<file path="config.mk">
export PLATFORM = sky130hd
export DESIGN_NAME = ta3_back
export DESIGN_NICKNAME = d
export VERILOG_FILES = /design/src/design/terrain_aspect_3x3_top_defines.svh /design/src/design/ta3_pkg.sv /design/src/design/ta3_back.sv
export SDC_FILE = /design/constraint.sdc
export NUM_CORES = 1
export LEC_CHECK = 0
export BUFFER_PORTS_ARGS = -buffer_cell sky130_fd_sc_hd__buf_2
export CORE_MARGIN = 2
export CORE_UTILIZATION = 45
export CTS_BUF_LIST = sky130_fd_sc_hd__clkbuf_8
export CTS_CLUSTER_DIAMETER = 40
export CTS_CLUSTER_SIZE = 8
export DETAILED_ROUTE_END_ITERATION = 10
export PLACE_DENSITY = 0.75
export SLEW_MARGIN = 20
export SYNTH_ARGS = -nofsm -noshare
export SYNTH_HDL_FRONTEND = slang
export SYNTH_SLANG_ARGS = --single-unit
export TNS_END_PERCENT = 5
</file>
<file path="constraint.sdc">
create_clock -name clk -period 4.1 [get_ports clk]
set_input_delay 1.23 -clock clk [delete_from_list [all_inputs] [get_ports clk]]
set_output_delay 1.23 -clock clk [all_outputs]
set_load 0.02 [all_outputs]
</file>
<file path="src/design/terrain_aspect_3x3_top_defines.svh">
// assertion macros for the terrain aspect block
// used by terrain_aspect_3x3_top, expects clk and rst_n in scope
`ifndef TERRAIN_ASPECT_3X3_TOP_DEFINES_SVH
`define TERRAIN_ASPECT_3X3_TOP_DEFINES_SVH

// same-cycle implication
`define TA3_ASSERT_IMP(lbl, ante, cons, msg) \
  lbl: assert property (@(posedge clk) disable iff (!rst_n) (ante) |-> (cons)) \
    else $error(msg);

// implication after a fixed number of cycles
`define TA3_ASSERT_DLY(lbl, ante, dly, cons, msg) \
  lbl: assert property (@(posedge clk) disable iff (!rst_n) (ante) |-> ##dly (cons)) \
    else $error(msg);

`endif

</file>
<file path="src/design/ta3_pkg.sv">
// shared types, constants and the arctangent table for the terrain aspect block
// no dependencies
package ta3_pkg;

  localparam int ELEV_W         = 32;
  localparam int MASK_W         = 9;
  localparam int ASPECT_W       = 16;
  localparam int ELEV_BITS_DEF  = 32;
  localparam int ANGLE_ITER_DEF = 16;
  localparam int ATAN_LEN       = 24;
  localparam int NORM_BITS      = 30;
  localparam int CW             = 33;
  localparam int ZW             = 32;
  localparam int Q_W            = 14;
  localparam int CENTER_IDX     = 4;
  localparam int ROUND_SHIFT    = 16;

  localparam logic [Q_W-1:0]      Q_RIGHT    = 14'd9000;
  localparam logic [ZW-1:0]       ROUND_HALF = 32'd32768;
  localparam logic [ASPECT_W-1:0] DEG_90     = 16'd9000;
  localparam logic [ASPECT_W-1:0] DEG_270    = 16'd27000;
  localparam logic [ASPECT_W-1:0] DEG_360    = 16'd36000;

  typedef struct packed {
    logic signed [ELEV_W-1:0] elev_up_left;
    logic signed [ELEV_W-1:0] elev_up;
    logic signed [ELEV_W-1:0] elev_up_right;
    logic signed [ELEV_W-1:0] elev_left;
    logic signed [ELEV_W-1:0] elev_center;
    logic signed [ELEV_W-1:0] elev_right;
    logic signed [ELEV_W-1:0] elev_down_left;
    logic signed [ELEV_W-1:0] elev_down;
    logic signed [ELEV_W-1:0] elev_down_right;
    logic [MASK_W-1:0]        defined_mask;
  } in_word_t;

  typedef struct packed {
    logic [ASPECT_W-1:0] aspect_centideg;
    logic                result_defined;
    logic                flat_window;
  } out_word_t;

  typedef struct packed {
    logic signed [CW-1:0] x;
    logic signed [CW-1:0] y;
    logic signed [ZW-1:0] z;
  } cordic_t;

  typedef struct packed {
    logic defined;
    logic flat;
    logic x_neg;
    logic y_neg;
    logic q_zero;
    logic q_full;
  } side_t;

  // sign of x, sign of y
  typedef enum logic [1:0] {
    QUAD_1 = 2'b00,
    QUAD_4 = 2'b01,
    QUAD_2 = 2'b10,
    QUAD_3 = 2'b11
  } quad_t;

  // atan(2^-k) in centidegrees, q16
  function automatic logic signed [ZW-1:0] atan_q16(input logic [4:0] idx);
    logic signed [ZW-1:0] val;
    case (idx)
      5'd0:    val = 32'sd294912000;
      5'd1:    val = 32'sd174096719;
      5'd2:    val = 32'sd91987925;
      5'd3:    val = 32'sd46694507;
      5'd4:    val = 32'sd23437865;
      5'd5:    val = 32'sd11730358;
      5'd6:    val = 32'sd5866610;
      5'd7:    val = 32'sd2933484;
      5'd8:    val = 32'sd1466764;
      5'd9:    val = 32'sd733385;
      5'd10:   val = 32'sd366693;
      5'd11:   val = 32'sd183346;
      5'd12:   val = 32'sd91673;
      5'd13:   val = 32'sd45837;
      5'd14:   val = 32'sd22918;
      5'd15:   val = 32'sd11459;
      5'd16:   val = 32'sd5730;
      5'd17:   val = 32'sd2865;
      5'd18:   val = 32'sd1432;
      5'd19:   val = 32'sd716;
      5'd20:   val = 32'sd358;
      5'd21:   val = 32'sd179;
      5'd22:   val = 32'sd90;
      5'd23:   val = 32'sd45;
      default: val = '0;
    endcase
    return val;
  endfunction

endpackage

</file>
<file path="src/design/ta3_back.sv">
// back end: angle rounding, quadrant fold to compass aspect, result register
// depends on ta3_pkg
module ta3_back (
  input  logic               clk,
  input  logic               rst_n,
  input  logic               in_valid,
  input  ta3_pkg::cordic_t   in_state,
  input  ta3_pkg::side_t     in_side,
  output logic               out_strobe,
  output ta3_pkg::out_word_t out_word
);

  // round and clamp the first-quadrant angle, forcing it to zero or a right angle on an axis
  logic signed [ta3_pkg::ZW-1:0] z;
  logic [ta3_pkg::ZW-1:0]        z_pos, q_wide;
  logic [ta3_pkg::Q_W-1:0]       q_nxt, q_r;
  ta3_pkg::side_t                side_r;
  logic                          v1_r;

  always_comb begin
    z      = in_state.z;
    z_pos  = z[ta3_pkg::ZW-1] ? '0 : z;
    q_wide = (z_pos + ta3_pkg::ROUND_HALF) >> ta3_pkg::ROUND_SHIFT;
    if (q_wide > ta3_pkg::ZW'(ta3_pkg::Q_RIGHT)) begin
      q_nxt = ta3_pkg::Q_RIGHT;
    end else begin
      q_nxt = q_wide[ta3_pkg::Q_W-1:0];
    end
    if (in_side.q_zero) begin
      q_nxt = '0;
    end else if (in_side.q_full) begin
      q_nxt = ta3_pkg::Q_RIGHT;
    end
  end

  always_ff @(posedge clk) begin
    if (!rst_n) begin
      v1_r <= 1'b0;
    end else begin
      v1_r <= in_valid;
    end
  end

  always_ff @(posedge clk) begin
    q_r    <= q_nxt;
    side_r <= in_side;
  end

  // fold to compass aspect, then mark undefined and flat windows
  logic [ta3_pkg::ASPECT_W-1:0] q16, asp;
  ta3_pkg::quad_t               quad;
  ta3_pkg::out_word_t           word_nxt, word_r;
  logic                         strobe_r;

  always_comb begin
    q16  = ta3_pkg::ASPECT_W'(q_r);
    quad = ta3_pkg::quad_t'({side_r.x_neg, side_r.y_neg});
    case (quad)
      ta3_pkg::QUAD_1: asp = ta3_pkg::DEG_90 - q16;
      ta3_pkg::QUAD_2: asp = ta3_pkg::DEG_270 + q16;
      ta3_pkg::QUAD_3: asp = ta3_pkg::DEG_270 - q16;
      ta3_pkg::QUAD_4: asp = ta3_pkg::DEG_90 + q16;
      default:         asp = '0;
    endcase
    if (asp == ta3_pkg::DEG_360) begin
      asp = '0;
    end
    word_nxt.aspect_centideg = asp;
    word_nxt.result_defined  = 1'b1;
    word_nxt.flat_window     = 1'b0;
    if (!side_r.defined) begin
      word_nxt.aspect_centideg = '0;
      word_nxt.result_defined  = 1'b0;
    end else if (side_r.flat) begin
      word_nxt.aspect_centideg = ta3_pkg::DEG_270;
      word_nxt.flat_window     = 1'b1;
    end
  end

  always_ff @(posedge clk) begin
    if (!rst_n) begin
      strobe_r <= 1'b0;
    end else begin
      strobe_r <= v1_r;
    end
  end

  always_ff @(posedge clk) begin
    word_r <= word_nxt;
  end

  assign out_strobe = strobe_r;
  assign out_word   = word_r;

endmodule
</file>
-- Word-level counts from Yosys, hierarchy flattened
Cells that the tools add are included.
- logic and storage cells: 34
- register bits after elaboration: 38
- input port bits: 107
- output and inout port bits: 19
- bitwise logic cells: 1
- reductions and logical operators: 3
- $lt $le $gt $ge: 1
- eq/ne operators: 4
- add/sub/neg operators: 5
- mux-type cells: 8
- operators by type and width (cell ; count):
    case mux 16 bit (4 select lines) ; 1
    adder 31 x 16 -> 32 bit (second input constant) ; 1
    two-way mux 31 bit ; 1
    two-way mux 15 bit ; 2
    two-way mux 14 bit ; 2
    adder 15 x 14 -> 16 bit (first input constant) ; 1
    == test 16 bit (second input constant) ; 1
    greater-than comparator 16 x 14 -> 1 bit (second input constant) ; 1
    subtractor 15 x 14 -> 16 bit (first input constant) ; 1
    adder 14 x 14 -> 15 bit (first input constant) ; 1
    subtractor 14 x 14 -> 15 bit (first input constant) ; 1
    OR reduction 3 bit ; 2
    == test 2 bit (second input constant) ; 2
    == test 2 x 1 -> 1 bit (second input constant) ; 1
    logical NOT 2 bit ; 1
    two-way mux 1 bit ; 2
    inverter 1 bit ; 1

-- Longest topological paths before layout
- word-level depth: 5
- mapped depth: 12
- mapped depth without buffers: 9

-- Worst setup path after synthesis
No wires, ideal clock.
- path kind: in2reg
- start point: in in_state[31] (netlist bit)
- end point: reg q_r[12] (netlist bit)
- library setup time: 0.092 ns
- stages: 11
- arrival time: 3.692 ns
- slack: 0.316 ns
- data required time: 4.008 ns
- buffers on the path: 2
- cells stage by stage: clkbuf_1 > clkbuf_1 > nor2b_1 > ha_1 > nand4b_1 > or4_1 > nor2_1 > mux2i_1 > a211o_1 > o22ai_2 > nor4_1
- cells in the longest elaborated chain, start to end: 4
- RTL lines (what ; line ; RTL):
    start: declaration ; ta3_back.sv:7 ; input ta3_pkg::cordic_t in_state,
    two-way mux 31 bit (*) ; ta3_back.sv:22 ; z_pos = z[ta3_pkg::ZW-1] ? '0 : z;
    adder 31 x 16 -> 32 bit (*) ; ta3_back.sv:23 ; q_wide = (z_pos + ta3_pkg::ROUND_HALF) >> ta3_pkg::ROUND_SHIFT;
    greater-than comparator 16 x 14 -> 1 bit ; ta3_back.sv:24 ; if (q_wide > ta3_pkg::ZW'(ta3_pkg::Q_RIGHT)) begin
    OR reduction 3 bit (no source line) ; n/a ;
    end signal: assignment ; ta3_back.sv:45 ; q_r <= q_nxt;
    end: declaration ; ta3_back.sv:16 ; logic [ta3_pkg::Q_W-1:0] q_nxt, q_r;
Mark *: on every way between the ends. The rest lies on a longest branch, timed or not.
A chain may end at the register's enable or synchronous reset.

-- Worst setup path in the final report
- start point: in in_state[16] (netlist bit)
- end point: reg q_r[1] (netlist bit)
The elaborated chain is that of the path after synthesis.

==> flow_summary.rst <==
.. list-table::
   :header-rows: 1

   * - Metric
     - Value
   * - Antenna violations before repair
     - 0
   * - Average wire per standard cell
     - 16.3 µm
   * - Cell-by-cell trace of the critical path
     - buf_2, nor2b_1, ha_1, nand4b_1, or4_1, nor2_1, mux2i_1, a211o_1, o22ai_2, nor4_1
   * - Delay contributed by the slowest stage of the critical path
     - 0.58 ns
   * - First-pass iteration count of the detailed router
     - 5
   * - Sort of element at the end of the critical path
     - register
   * - Global-route wire length before repair
     - 13,700 µm
   * - Flop and latch count out of synthesis
     - 38
   * - Power per cell area
     - 277 mW/mm²
   * - CP max-delay cell
     - or4_1
   * - Cell types occupying the most area after synthesis
     - dfxtp_1 (24%), a21oi_1 (4.8%), nor2_1 (3.7%)
   * - Hold_buf cts
     - 0
   * - Largest fanout on the critical path
     - 8
   * - Antenna diodes
     - 0
   * - Core utilization of the finished layout
     - 0.514
   * - Global-route usage over all layers
     - 0.220
   * - Share of synthesized area occupied by flip-flops and latches
     - 0.243
   * - Drt first-iter violations
     - 401
   * - Buf/Inv on CP
     - 1
   * - Final Hold Fails
     - 0
   * - Leading cell type by number of instances after synthesis
     - dfxtp_1
   * - Placement-stage cell area
     - 0.00336 mm²
   * - Unrepaired setup endpoints after global routing
     - false
   * - Top Ports
     - 126
   * - Critical path arrival
     - 3.83 ns
   * - Most frequent cells after synthesis
     - dfxtp_1 (38), nor2_1 (31), a21oi_1 (30)
   * - Fin crit period
     - 3.64 ns
   * - Max Root-Sink Buffers
     - 2
   * - Skew final
     - 0.00347 ns
   * - Number of global-route vias before repair
     - 2,897
   * - Post-route standard cell area excluding fillers
     - 0.00347 mm²
   * - Post-synthesis area per instance
     - 7.64 µm²
   * - Final Worst Setup Slack
     - 0.457 ns
   * - Pin count of the biggest net entering global routing
     - 25
   * - Number of vias per cell after detailed routing
     - 6.41
   * - Sink count of the clock tree
     - 38
   * - Start-to-end type of the worst setup path
     - input port to register
   * - Root cell of the clock tree
     - clkbuf_8
   * - Number of instances in the synthesized netlist
     - 410
   * - Width of the die
     - 87.5 µm
   * - Non-filler instance count after layout
     - 515
   * - Total overflow reported by the global router
     - 0
   * - Total wire length after detailed routing
     - 8390 µm
   * - Type of element launching the critical path
     - input port
   * - CTS tree
     - done
   * - Number of enable-type register cells in the synthesized netlist
     - 0
   * - Count of warnings emitted by yosys
     - 0
   * - Combined area of all synthesized cells
     - 0.00313 mm²
   * - Clock network latency to the later pin of the worst-skew pair
     - 0.29 ns
   * - Number of levels the H-tree was split into
     - 2
   * - Max Clock Freq
     - 0.274 GHz
   * - Count of final max-slew check failures
     - 0
   * - Share of post-route cells with drive strength above 1
     - 0.168
   * - # rows
     - 30
   * - Fraction of post-synthesis cell area in the top cell type by area
     - 0.243
   * - Placer congestion estimate
     - 0.915
   * - Net count after synthesis
     - 524
   * - Leakage Power
     - 1.30 nW
   * - Clock slew at the register clock pins of the worst setup and hold paths
     - 0.07 ns
   * - Dominant register cell in the synthesized netlist
     - dfxtp_1
   * - Synthesis-to-layout area growth
     - 10.7%
   * - WHS
     - 0.419 ns
   * - Floorplan die height
     - 87.5 µm
   * - Starting density of the core
     - 0.464
   * - Sum of negative setup slack
     - 0 ns
   * - Max-capacitance violation count
     - 0
   * - Maximum vdd ir drop
     - 0.139 mV
   * - Number of remaining DRC errors
     - 0
   * - Max-slew headroom at the worst pin
     - 0.433
   * - Area inside the core boundary
     - 0.00676 mm²
   * - Placed wire-length estimate after detailed placement
     - 6170 µm
   * - Worst setup slack before clock tree synthesis
     - 0.165 ns
   * - Total via count after detailed routing
     - 3,299
   * - # placed instances
     - 508
   * - Number of distinct library cells after synthesis
     - 68
   * - Net count, final
     - 549
   * - Setup violations, final
     - 0
   * - Setup Buffers After CTS
     - 0
   * - Required @ worst endpoint
     - 4.28 ns
   * - Port Buf Inserts
     - 44
   * - Number of fill cells in the layout
     - 650
   * - Library cell with the largest summed area after synthesis
     - dfxtp_1
   * - Remaining antenna violation count
     - 0
   * - Final period util
     - 0.889
   * - Number of CTS-inserted buffers
     - 5
   * - Post-cts gate resize count
     - 0
   * - Total Power Consumption
     - 0.962 mW
   * - Die area
     - 0.00765 mm²
   * - Slew at the pin with the worst max-slew slack
     - 0.847 ns
   * - Async S/R FF share, synth
     - 0
   * - Kind of cell with the highest combined delay on the critical path
     - simple AND/OR/NAND/NOR gates
   * - Path category of the worst min-delay check
     - register to register
   * - Outcome
     - completed
-- cell families (layout without fill, tap and decap cells) --
| family | Yosys count | count (layout) | synth area share |
|---|---|---|---|
| fa+ha+maj | 7 | 7 | 0.0279 |
| buf+inv | 45 | 70 | 0.0583 |
| flops | 38 | 38 | 0.243 |
| xor+xnor | 19 | 19 | 0.0531 |
| compound gates | 111 | 111 | 0.255 |
| mux | 11 | 11 | 0.0355 |
| simple gates | 179 | 179 | 0.327 |
-- flip-flops by register name (all words and copies together), names as in the netlist --
signal      cells
out_strobe      1
out_word       18
q_r            14
quad            2
side_r          2
v1_r            1
-- cell type report --
type / count / area, µm² / area share
multi-input cells: 327 / 2190 / 0.631
flip-flops and latches: 38 / 761 / 0.219
repair buffers: 48 / 250 / 0.0721
well taps: 80 / 100 / 0.0288
clock buffers: 6 / 82.6 / 0.0238
inverters: 15 / 56.3 / 0.0162
clock inverters: 1 / 30.0 / 0.00865
-- power breakdown --
| group | leakage [nW] | switching (mW) | total, mW | internal, mW |
|---|---|---|---|---|
| combinational | 0.933 | 0.135 | 0.223 | 0.0880 |
| clock | 0.0573 | 0.123 | 0.318 | 0.194 |
| sequential | 0.314 | 0.0321 | 0.421 | 0.389 |
-- final timing paths --
check,start,endpoint,slack [ns],depth (start not counted)
min,side_r[5],out_word[1],0.42,0
max,in_state[16],q_r[1],0.46,10
min reg2reg,side_r[5],out_word[1],0.42,0
max reg2reg,q_r[3],out_word[12],0.62,9
-- cell usage in the layout, fill, tap and decap left out, drive strengths merged, types with 7 or more instances in the layout --
cell	instances
buf	48
dfxtp	38
nor2	31
a21oi	30
nand2	24
nand3	22
o21ai	16
inv	15
nor4	14
and3	13
xnor2	12
mux2i	10
nand2b	10
nor2b	9
o211ai	9
nand4	9
and2	8
xor2	7
nor3	7
ha	7
-- layer usage --
metal  part of all wire  GRT usage  vias up
met5                  0          0        -
met4              0.021     0.0629        0
met3              0.068     0.0389       18
met2               0.47      0.353      158
met1               0.44      0.303     1533
li1                   -          -     1590
-- worst reg2reg max path, stage by stage (launching register included) --
cell and delay [ns]:
dfxtp_1 0.57, inv_2 0.16, ha_1 0.31, nor3b_1 0.20, o32ai_2 0.40, nor2_1 0.12
or4_1 0.42, or4_4 0.45, nor4_2 0.54, a211oi_1 0.16
(Power assumes the default switching activity.)
