`config.mk`:
```
export PLATFORM = sky130hd
export DESIGN_NAME = ta3_front
export DESIGN_NICKNAME = d
export VERILOG_FILES = /design/src/design/terrain_aspect_3x3_top_defines.svh /design/src/design/ta3_pkg.sv /design/src/design/ta3_front.sv
export SDC_FILE = /design/constraint.sdc
export NUM_CORES = 1
export LEC_CHECK = 0
export ABC_AREA = 1
export ABC_CLOCK_PERIOD_IN_PS = 4320
export BUFFER_PORTS_ARGS = -buffer_cell sky130_fd_sc_hd__buf_2
export CORE_MARGIN = 2
export CORE_UTILIZATION = 35
export CTS_CLUSTER_DIAMETER = 120
export DETAILED_ROUTE_END_ITERATION = 8
export GPL_ROUTABILITY_DRIVEN = 0
export HOLD_SLACK_MARGIN = 0.08
export PLACE_DENSITY = 0.55
export RECOVER_POWER = 25
export SLEW_MARGIN = 20
export SYNTH_ARGS = -nofsm -noshare
export SYNTH_HDL_FRONTEND = slang
export SYNTH_SLANG_ARGS = --single-unit
```
`constraint.sdc`:
```
create_clock -name clk -period 4.32 [get_ports clk]
set_input_delay 0.864 -clock clk [delete_from_list [all_inputs] [get_ports clk]]
set_output_delay 0.864 -clock clk [all_outputs]
set_load 0.02 [all_outputs]
```
`src/design/terrain_aspect_3x3_top_defines.svh`:
```
// assertion macros for the terrain aspect block
// used by terrain_aspect_3x3_top, expects clk and rst_n in scope
`ifndef TERRAIN_ASPECT_3X3_TOP_DEFINES_SVH
`define TERRAIN_ASPECT_3X3_TOP_DEFINES_SVH

// same-cycle implication
`define TA3_ASSERT_IMP(lbl, ante, cons, msg) \
  lbl: assert property (@(posedge clk) disable iff (!rst_n) (ante) |-> (cons)) \
    else $error(msg);

// implication after a fixed number of cycles
`define TA3_ASSERT_DLY(lbl, ante, dly, cons, msg) \
  lbl: assert property (@(posedge clk) disable iff (!rst_n) (ante) |-> ##dly (cons)) \
    else $error(msg);

`endif

```
`src/design/ta3_pkg.sv`:
```
// shared types, constants and the arctangent table for the terrain aspect block
// no dependencies
package ta3_pkg;

  localparam int ELEV_W         = 32;
  localparam int MASK_W         = 9;
  localparam int ASPECT_W       = 16;
  localparam int ELEV_BITS_DEF  = 32;
  localparam int ANGLE_ITER_DEF = 16;
  localparam int ATAN_LEN       = 24;
  localparam int NORM_BITS      = 30;
  localparam int CW             = 33;
  localparam int ZW             = 32;
  localparam int Q_W            = 14;
  localparam int CENTER_IDX     = 4;
  localparam int ROUND_SHIFT    = 16;

  localparam logic [Q_W-1:0]      Q_RIGHT    = 14'd9000;
  localparam logic [ZW-1:0]       ROUND_HALF = 32'd32768;
  localparam logic [ASPECT_W-1:0] DEG_90     = 16'd9000;
  localparam logic [ASPECT_W-1:0] DEG_270    = 16'd27000;
  localparam logic [ASPECT_W-1:0] DEG_360    = 16'd36000;

  typedef struct packed {
    logic signed [ELEV_W-1:0] elev_up_left;
    logic signed [ELEV_W-1:0] elev_up;
    logic signed [ELEV_W-1:0] elev_up_right;
    logic signed [ELEV_W-1:0] elev_left;
    logic signed [ELEV_W-1:0] elev_center;
    logic signed [ELEV_W-1:0] elev_right;
    logic signed [ELEV_W-1:0] elev_down_left;
    logic signed [ELEV_W-1:0] elev_down;
    logic signed [ELEV_W-1:0] elev_down_right;
    logic [MASK_W-1:0]        defined_mask;
  } in_word_t;

  typedef struct packed {
    logic [ASPECT_W-1:0] aspect_centideg;
    logic                result_defined;
    logic                flat_window;
  } out_word_t;

  typedef struct packed {
    logic signed [CW-1:0] x;
    logic signed [CW-1:0] y;
    logic signed [ZW-1:0] z;
  } cordic_t;

  typedef struct packed {
    logic defined;
    logic flat;
    logic x_neg;
    logic y_neg;
    logic q_zero;
    logic q_full;
  } side_t;

  // sign of x, sign of y
  typedef enum logic [1:0] {
    QUAD_1 = 2'b00,
    QUAD_4 = 2'b01,
    QUAD_2 = 2'b10,
    QUAD_3 = 2'b11
  } quad_t;

  // atan(2^-k) in centidegrees, q16
  function automatic logic signed [ZW-1:0] atan_q16(input logic [4:0] idx);
    logic signed [ZW-1:0] val;
    case (idx)
      5'd0:    val = 32'sd294912000;
      5'd1:    val = 32'sd174096719;
      5'd2:    val = 32'sd91987925;
      5'd3:    val = 32'sd46694507;
      5'd4:    val = 32'sd23437865;
      5'd5:    val = 32'sd11730358;
      5'd6:    val = 32'sd5866610;
      5'd7:    val = 32'sd2933484;
      5'd8:    val = 32'sd1466764;
      5'd9:    val = 32'sd733385;
      5'd10:   val = 32'sd366693;
      5'd11:   val = 32'sd183346;
      5'd12:   val = 32'sd91673;
      5'd13:   val = 32'sd45837;
      5'd14:   val = 32'sd22918;
      5'd15:   val = 32'sd11459;
      5'd16:   val = 32'sd5730;
      5'd17:   val = 32'sd2865;
      5'd18:   val = 32'sd1432;
      5'd19:   val = 32'sd716;
      5'd20:   val = 32'sd358;
      5'd21:   val = 32'sd179;
      5'd22:   val = 32'sd90;
      5'd23:   val = 32'sd45;
      default: val = '0;
    endcase
    return val;
  endfunction

endpackage

```
`src/design/ta3_front.sv`:
```
// front end: neighbor fill, horn gradients, magnitudes and range normalization
// depends on ta3_pkg
module ta3_front #(
  parameter int ELEV_BITS = ta3_pkg::ELEV_BITS_DEF
) (
  input  logic               clk,
  input  logic               rst_n,
  input  logic               accept,
  input  ta3_pkg::in_word_t  in_word,
  input  logic               scale_negative,
  output logic               head_valid,
  output ta3_pkg::cordic_t   head_state,
  output ta3_pkg::side_t     head_side
);

  localparam int RAW_W = (ta3_pkg::ELEV_W > ELEV_BITS) ? ta3_pkg::ELEV_W : ELEV_BITS;
  localparam int SUM_W = ELEV_BITS + 2;
  localparam int GW    = ELEV_BITS + 4;
  localparam int AW    = ELEV_BITS + 3;
  localparam int NW    = (AW > ta3_pkg::NORM_BITS) ? AW : ta3_pkg::NORM_BITS + 1;
  localparam int SW    = $clog2(NW - ta3_pkg::NORM_BITS + 1);

  // stage 1: fill and partial sums
  logic [ta3_pkg::ELEV_W-1:0]  raw  [9];
  logic [RAW_W-1:0]            wide [9];
  logic signed [ELEV_BITS-1:0] elev [9];
  logic signed [SUM_W-1:0]     term [9];
  logic signed [SUM_W-1:0]     sum_nxt [4];
  logic signed [SUM_W-1:0]     sum_r   [4];
  logic                        v1_r;
  logic                        def1_r;

  always_comb begin
    raw[0] = in_word.elev_up_left;
    raw[1] = in_word.elev_up;
    raw[2] = in_word.elev_up_right;
    raw[3] = in_word.elev_left;
    raw[4] = in_word.elev_center;
    raw[5] = in_word.elev_right;
    raw[6] = in_word.elev_down_left;
    raw[7] = in_word.elev_down;
    raw[8] = in_word.elev_down_right;
    for (int n = 0; n < 9; n++) begin
      wide[n] = RAW_W'(raw[n]);
    end
    for (int n = 0; n < 9; n++) begin
      elev[n] = in_word.defined_mask[n] ? wide[n][ELEV_BITS-1:0]
                                        : wide[ta3_pkg::CENTER_IDX][ELEV_BITS-1:0];
      term[n] = SUM_W'(elev[n]);
    end
    sum_nxt[0] = term[2] + (term[5] <<< 1) + term[8];
    sum_nxt[1] = term[0] + (term[3] <<< 1) + term[6];
    sum_nxt[2] = term[6] + (term[7] <<< 1) + term[8];
    sum_nxt[3] = term[0] + (term[1] <<< 1) + term[2];
  end

  always_ff @(posedge clk) begin
    if (!rst_n) begin
      v1_r <= 1'b0;
    end else begin
      v1_r <= accept;
    end
  end

  always_ff @(posedge clk) begin
    sum_r  <= sum_nxt;
    def1_r <= in_word.defined_mask[ta3_pkg::CENTER_IDX];
  end

  // stage 2: gradients, sign of scale, X = -gx and Y = gy, both negated when scale is negative
  logic signed [GW-1:0] gx_raw, gy_raw;
  logic signed [GW-1:0] bx_nxt, by_nxt;
  logic signed [GW-1:0] bx_r, by_r;
  logic                 v2_r;
  logic                 def2_r;

  always_comb begin
    gx_raw = GW'(sum_r[0]) - GW'(sum_r[1]);
    gy_raw = GW'(sum_r[2]) - GW'(sum_r[3]);
    bx_nxt = scale_negative ? gx_raw : -gx_raw;
    by_nxt = scale_negative ? -gy_raw : gy_raw;
  end

  always_ff @(posedge clk) begin
    if (!rst_n) begin
      v2_r <= 1'b0;
    end else begin
      v2_r <= v1_r;
    end
  end

  always_ff @(posedge clk) begin
    bx_r   <= bx_nxt;
    by_r   <= by_nxt;
    def2_r <= def1_r;
  end

  // stage 3: magnitudes and flat test
  logic [AW-1:0]   ax_nxt, ay_nxt;
  logic [AW-1:0]   ax3_r, ay3_r;
  ta3_pkg::side_t  side3_nxt, side3_r;
  logic            v3_r;

  always_comb begin
    ax_nxt           = bx_r[GW-1] ? AW'(-bx_r) : AW'(bx_r);
    ay_nxt           = by_r[GW-1] ? AW'(-by_r) : AW'(by_r);
    side3_nxt        = '0;
    side3_nxt.defined = def2_r;
    side3_nxt.flat   = (bx_r == '0) && (by_r == '0);
    side3_nxt.x_neg  = bx_r[GW-1];
    side3_nxt.y_neg  = by_r[GW-1];
  end

  always_ff @(posedge clk) begin
    if (!rst_n) begin
      v3_r <= 1'b0;
    end else begin
      v3_r <= v2_r;
    end
  end

  always_ff @(posedge clk) begin
    ax3_r   <= ax_nxt;
    ay3_r   <= ay_nxt;
    side3_r <= side3_nxt;
  end

  // stage 4: shift needed to bring both below 2^30
  logic [NW-1:0]  ored;
  logic [SW-1:0]  sh_nxt, sh_r;
  logic [AW-1:0]  ax4_r, ay4_r;
  ta3_pkg::side_t side4_r;
  logic           v4_r;

  always_comb begin
    ored   = NW'(ax3_r | ay3_r);
    sh_nxt = '0;
    for (int b = ta3_pkg::NORM_BITS; b < NW; b++) begin
      if (ored[b]) begin
        sh_nxt = SW'(b - ta3_pkg::NORM_BITS + 1);
      end
    end
  end

  always_ff @(posedge clk) begin
    if (!rst_n) begin
      v4_r <= 1'b0;
    end else begin
      v4_r <= v3_r;
    end
  end

  always_ff @(posedge clk) begin
    sh_r    <= sh_nxt;
    ax4_r   <= ax3_r;
    ay4_r   <= ay3_r;
    side4_r <= side3_r;
  end

  // stage 5: apply the shift and load the head of the cell row
  logic [NW-1:0]                    axs, ays;
  logic [ta3_pkg::NORM_BITS-1:0]    x0, y0;
  ta3_pkg::cordic_t                 head_nxt, head_r;
  ta3_pkg::side_t                   hside_nxt, hside_r;
  logic                             v5_r;

  always_comb begin
    axs              = NW'(ax4_r) >> sh_r;
    ays              = NW'(ay4_r) >> sh_r;
    x0               = axs[ta3_pkg::NORM_BITS-1:0];
    y0               = ays[ta3_pkg::NORM_BITS-1:0];
    head_nxt.x       = ta3_pkg::CW'(x0);
    head_nxt.y       = ta3_pkg::CW'(y0);
    head_nxt.z       = '0;
    hside_nxt        = side4_r;
    hside_nxt.q_zero = (y0 == '0);
    hside_nxt.q_full = (x0 == '0);
  end

  always_ff @(posedge clk) begin
    if (!rst_n) begin
      v5_r <= 1'b0;
    end else begin
      v5_r <= v4_r;
    end
  end

  always_ff @(posedge clk) begin
    head_r  <= head_nxt;
    hside_r <= hside_nxt;
  end

  assign head_valid = v5_r;
  assign head_state = head_r;
  assign head_side  = hside_r;

endmodule

```
Word-level counts from Yosys, hierarchy flattened
Cells that the tools add are included.
{"block": "word_totals", "in_bits": 301, "regBits": 432, "out_inout_bits": 105, "wordCells": 74}
{"block": "op_classes", "reduce_logical": 6, "muxes": 16, "n_shift": 2, "bitwise_logic": 1, "n_addsub": 14}
{"operator": "2-to-1 mux 32 bit", "count": 8}
{"operator": "adder 32 x 33 -> 34 bit", "count": 4}
{"operator": "adder 34 x 32 -> 34 bit", "count": 4}
{"operator": "logical NOT 36 bit", "count": 2}
{"operator": "2-to-1 mux 36 bit", "count": 2}
{"operator": "negator 35 -> 36 bit", "count": 2}
{"operator": "2-to-1 mux 35 bit", "count": 2}
{"operator": "negator 35 bit", "count": 2}
{"operator": "right shift 35 x 3 -> 30 bit", "count": 2}
{"operator": "subtractor 34 x 34 -> 35 bit", "count": 2}
{"operator": "logical NOT 30 bit", "count": 2}
{"operator": "OR 35 bit", "count": 1}
{"operator": "2-to-1 mux 3 bit", "count": 2}
{"operator": "2-to-1 mux 1 bit", "count": 2}
{"operator": "OR reduction 2 bit", "count": 1}
{"operator": "logical AND 1 bit", "count": 1}

Logic depth before layout (Yosys ltp)
{"block": "logic_depth", "depth_word": 5, "mapped_depth": 23, "depth_no_buf": 22}

Least setup slack after synthesis
OpenSTA, ideal clock, no wires.
{"block": "synth_path", "path_type": "input to register", "from": "in in_word[6] (netlist bit)", "to": "reg sum_r[89] (netlist bit)", "t_arrival_ns": 3.928, "setup_slack_ns": 0.273, "required_time_ns": 4.201, "setup_ns": 0.119, "cell_stages": 16, "path_buffers": 2, "path_cell_list": "clkbuf_1 clkbuf_1 o21ai_0 fa_1 ha_1 inv_1 fa_1 o21ai_0 nand2_1 nand3_1 nand2_1 nand2_1 a31oi_1 o21ai_0 a21oi_1 xnor2_1"}
{"element": "from (decl)", "line_no": "ta3_front.sv:9", "rtl": "input ta3_pkg::in_word_t in_word,"}
{"element": "to (signal assigned)", "line_no": "ta3_front.sv:66", "rtl": "sum_r <= sum_nxt;"}
{"element": "to (decl)", "line_no": "ta3_front.sv:29", "rtl": "logic signed [SUM_W-1:0] sum_r [4];"}

==> results_dict.tcl <==
set metrics [dict create \
    pwr-share-clk_pct 12.4 \
    ctsLongestPathBuffers 3 \
    clk_latency_ps 600 \
    min_path_cells 0 \
    cap_violations 0 \
    wl_met3_um 11500 \
    final_cell_mix "1,413 x nand2_1, 587 x inv_1, 461 x o21ai_0" \
    clock-sinks 432 \
    holdCritPathClass "flop to flop" \
    p_total_mw 34.2 \
    seq_area_frac_synth_pct 26.2 \
    cp-startpoint "in_word[145]" \
    antenna_found_initial 17 \
    grt_pass1_wl_um 194000 \
    wl_per_cell_um 19.3 \
    cts_root_buf "clkbuf_16" \
    finalHoldViolCount 0 \
    rows 112 \
    fin_crit_ps 3890 \
    grt_pass1_vias 31600 \
    crit_chain "buf_2, inv_1, o21ai_0, fa_1, ha_1, a21oi_1, o21ai_0, a21oi_1, o21ai_0, a21oi_1, o21ai_0, nand2_1, nand3_1, nand2_1" \
    setup_viol 0 \
    dr_total_vias 33800 \
    drt_wl_total_um 131000 \
    ys_warn_count 0 \
    ant_nets 0 \
    cp_data_required_time_ps 4790 \
    clkTransAtPathRegs_ps 60 \
    fin_ws_ps 433 \
    first_pass_iters 6 \
    syn2layout_area_growth_pct 21.4 \
    postCtsHoldBufs 0 \
    setup-tns-final_ps 0 \
    synth_area_um2 33000 \
    layout-drive-gt1-share_pct 16.8 \
    synth_edf_count 0 \
    cts-htree-levels 2 \
    place_area_um2 38500 \
    synth_seq_cells 432 \
    design_area_um2 40100 \
    grt_max_degree 69 \
    multi_input_area_um2 21500 \
    max_slew.worst_pin.slew_ps 1090 \
    rsz0062_at_grt "no" \
    floorplan.initialDensity_pct 35.4 \
    fmax_mhz 257 \
    status "finished, final reports clean" \
    synth_cell_types 54 \
    via_per_inst 4.98 \
    share_comb_of_total_power_pct 66.3 \
    crit_family "compound AO/OA/AOI/OAI gates" \
    cts_resized 0 \
    cts_setup_buffers 0 \
    critPathMaxStageDelay_ps 770 \
    drc 0 \
    p_per_area_nw_per_um2 852 \
    critical_path.most_common_cell "o21ai_0" \
    syn_area_per_cell_um2 6.81 \
    relSlewSlack_pct 27.6 \
    drt_iter0_drc 2880 \
    worst-path-stages 14 \
    endpoint_kind "flop" \
    crit_path_top_delay_cell "o21ai_0" \
    critical_path.max_fanout 8 \
    p_int_mw 16.3 \
    p_sw_mw 17.8 \
    swShare_pct 52.2 \
    ioPinCount 406 \
    reg2regPathDepth 17 \
    reg2reg_from "sum_r[102]$_DFF_P_" \
    pwr-share-seq_pct 21.2 \
    portBuffers 367 \
    fillCellCount 9907 \
    top_layer "met5" \
    grt_usage_pct 26.2 \
    post-place-ws_ps -2.40 \
    cts-buffers-inserted 49 \
    die_w_um 311 \
    cp-start-kind "input port" \
    worstHoldStart "ax3_r[12]$_DFF_P_" \
    post-route-period-util_pct 90.0 \
    fin_skew_ps 22.4 \
    netlist_instances 4854 \
    die_y_um 311 \
    core-area_um2 93500 \
    synth_top_flop_cell "dfxtp_1" \
    wl_met2_um 54400 \
    hpwlAfterDp_um 113000 \
    p_leak_nw 20.5 \
    cp.arrival_ps 4360 \
    mostFrequentLayoutCell "nand2_1" \
    wl_met1_um 56800 \
    grt.overflow.total 0 \
    slew_violations 0 \
    ir_drop_mv 0.327 \
    async_reset_ff_share_pct 0 \
    crit_buf_inv 2 \
    nets 6126 \
    dieArea_um2 96900 \
    critPathKind "input port to flop" \
    seqCellArea_um2 8650 \
    tritoncts "built" \
]
==> cell type report <==
class,count,area share (%)
Antenna cell,2,0.0125
Clock buffer,66,3.34
Clock inverter,21,0.764
Inverter,631,5.91
Multi-Input combinational cell,3681,53.5
Sequential cell,432,21.6
Tap cell,1254,3.91
Timing Repair Buffer,692,11.0
==> path summary, 6_finish.rpt <==
path	slack, ps	to
worst max register to register	1000	bx_r[28]$_DFF_P_
worst min register to register	320	ax4_r[12]$_DFF_P_
worst max-delay path	430	sum_r[28]$_DFF_P_
worst min-delay path	320	ax4_r[12]$_DFF_P_
==> stage by stage <==
stage          instances  hold slack, ps  utilization [%]
3_3_place_gp        6690             311             41.2
3_5_place_dp        6690             312             41.2
5_1_grt             6777             328             42.9
2_1_floorplan       4891             310                -
4_1_cts             6777             325             42.9
6_report            6779             321             42.9
==> flip-flops by register name, indices dropped and copies added (netlist names), 35 cells and up <==
signal and flops:
bx_r 36, ax3_r 35, ax4_r 35, ay4_r 35, by_r 36, head_state 60
ay3_r 35, sum_r 136
==> power by group through the flow <==
stage          clock network (mW)  logic (mW)  registers (mW)
2_1_floorplan                   0        15.4            7.32
3_3_place_gp                    0        22.2            7.33
3_5_place_dp                    0        22.3            7.35
4_1_cts                      4.35        22.4            7.27
5_1_grt                      4.51        25.3            7.45
6_report                     4.24        22.7            7.25
==> per-layer routing <==
layer / vias to the layer above / GRT usage, %
li1: 16800 / -
met2: 1509 / 39.9
met5: - / 0
met3: 317 / 5.93
met4: 20 / 13.8
met1: 15100 / 34.5
==> cells by family after synthesis <==
| logic type | Yosys count | synth area share (%) |
|---|---|---|
| muxes | 16 | 0.485 |
| adders and majority gates | 338 | 15.8 |
| and+or+nand+nor | 2267 | 29.3 |
| DFF | 432 | 26.2 |
| xor gates and xnor gates | 238 | 6.31 |
| buffers and inverters | 778 | 9.29 |
| other | 1 | 0.0113 |
| AOI/OAI and AO/OA | 784 | 12.6 |
==> Yosys cell counts, types with 8 or more instances <==
cell	n	area share [%]
nand3_1	267	4.0
o21ai_1	12	0.18
ha_1	204	7.7
buf_4	39	0.89
nand3b_1	11	0.25
nor2_2	23	0.44
inv_2	41	0.47
o21a_1	14	0.32
o21bai_1	10	0.23
nand2_2	51	0.97
dfxtp_1	432	26
nor4_1	34	0.64
nor3_1	42	0.64
nor3_2	12	0.36
o21ai_0	461	7.0
nand3_2	16	0.48
a31oi_1	27	0.51
nor2_1	319	3.6
nand2_1	1413	16
buf_1	9	0.10
mux2i_1	16	0.48
clkbuf_1	95	1.1
xnor2_1	73	1.9
a21o_1	8	0.18
xor2_1	165	4.4
nand4_1	50	0.95
a21oi_1	213	3.2
o211ai_1	18	0.41
inv_1	587	6.7
fa_1	134	8.1
nor2_4	12	0.41
No activity file was read; power rests on OpenSTA's default activity.
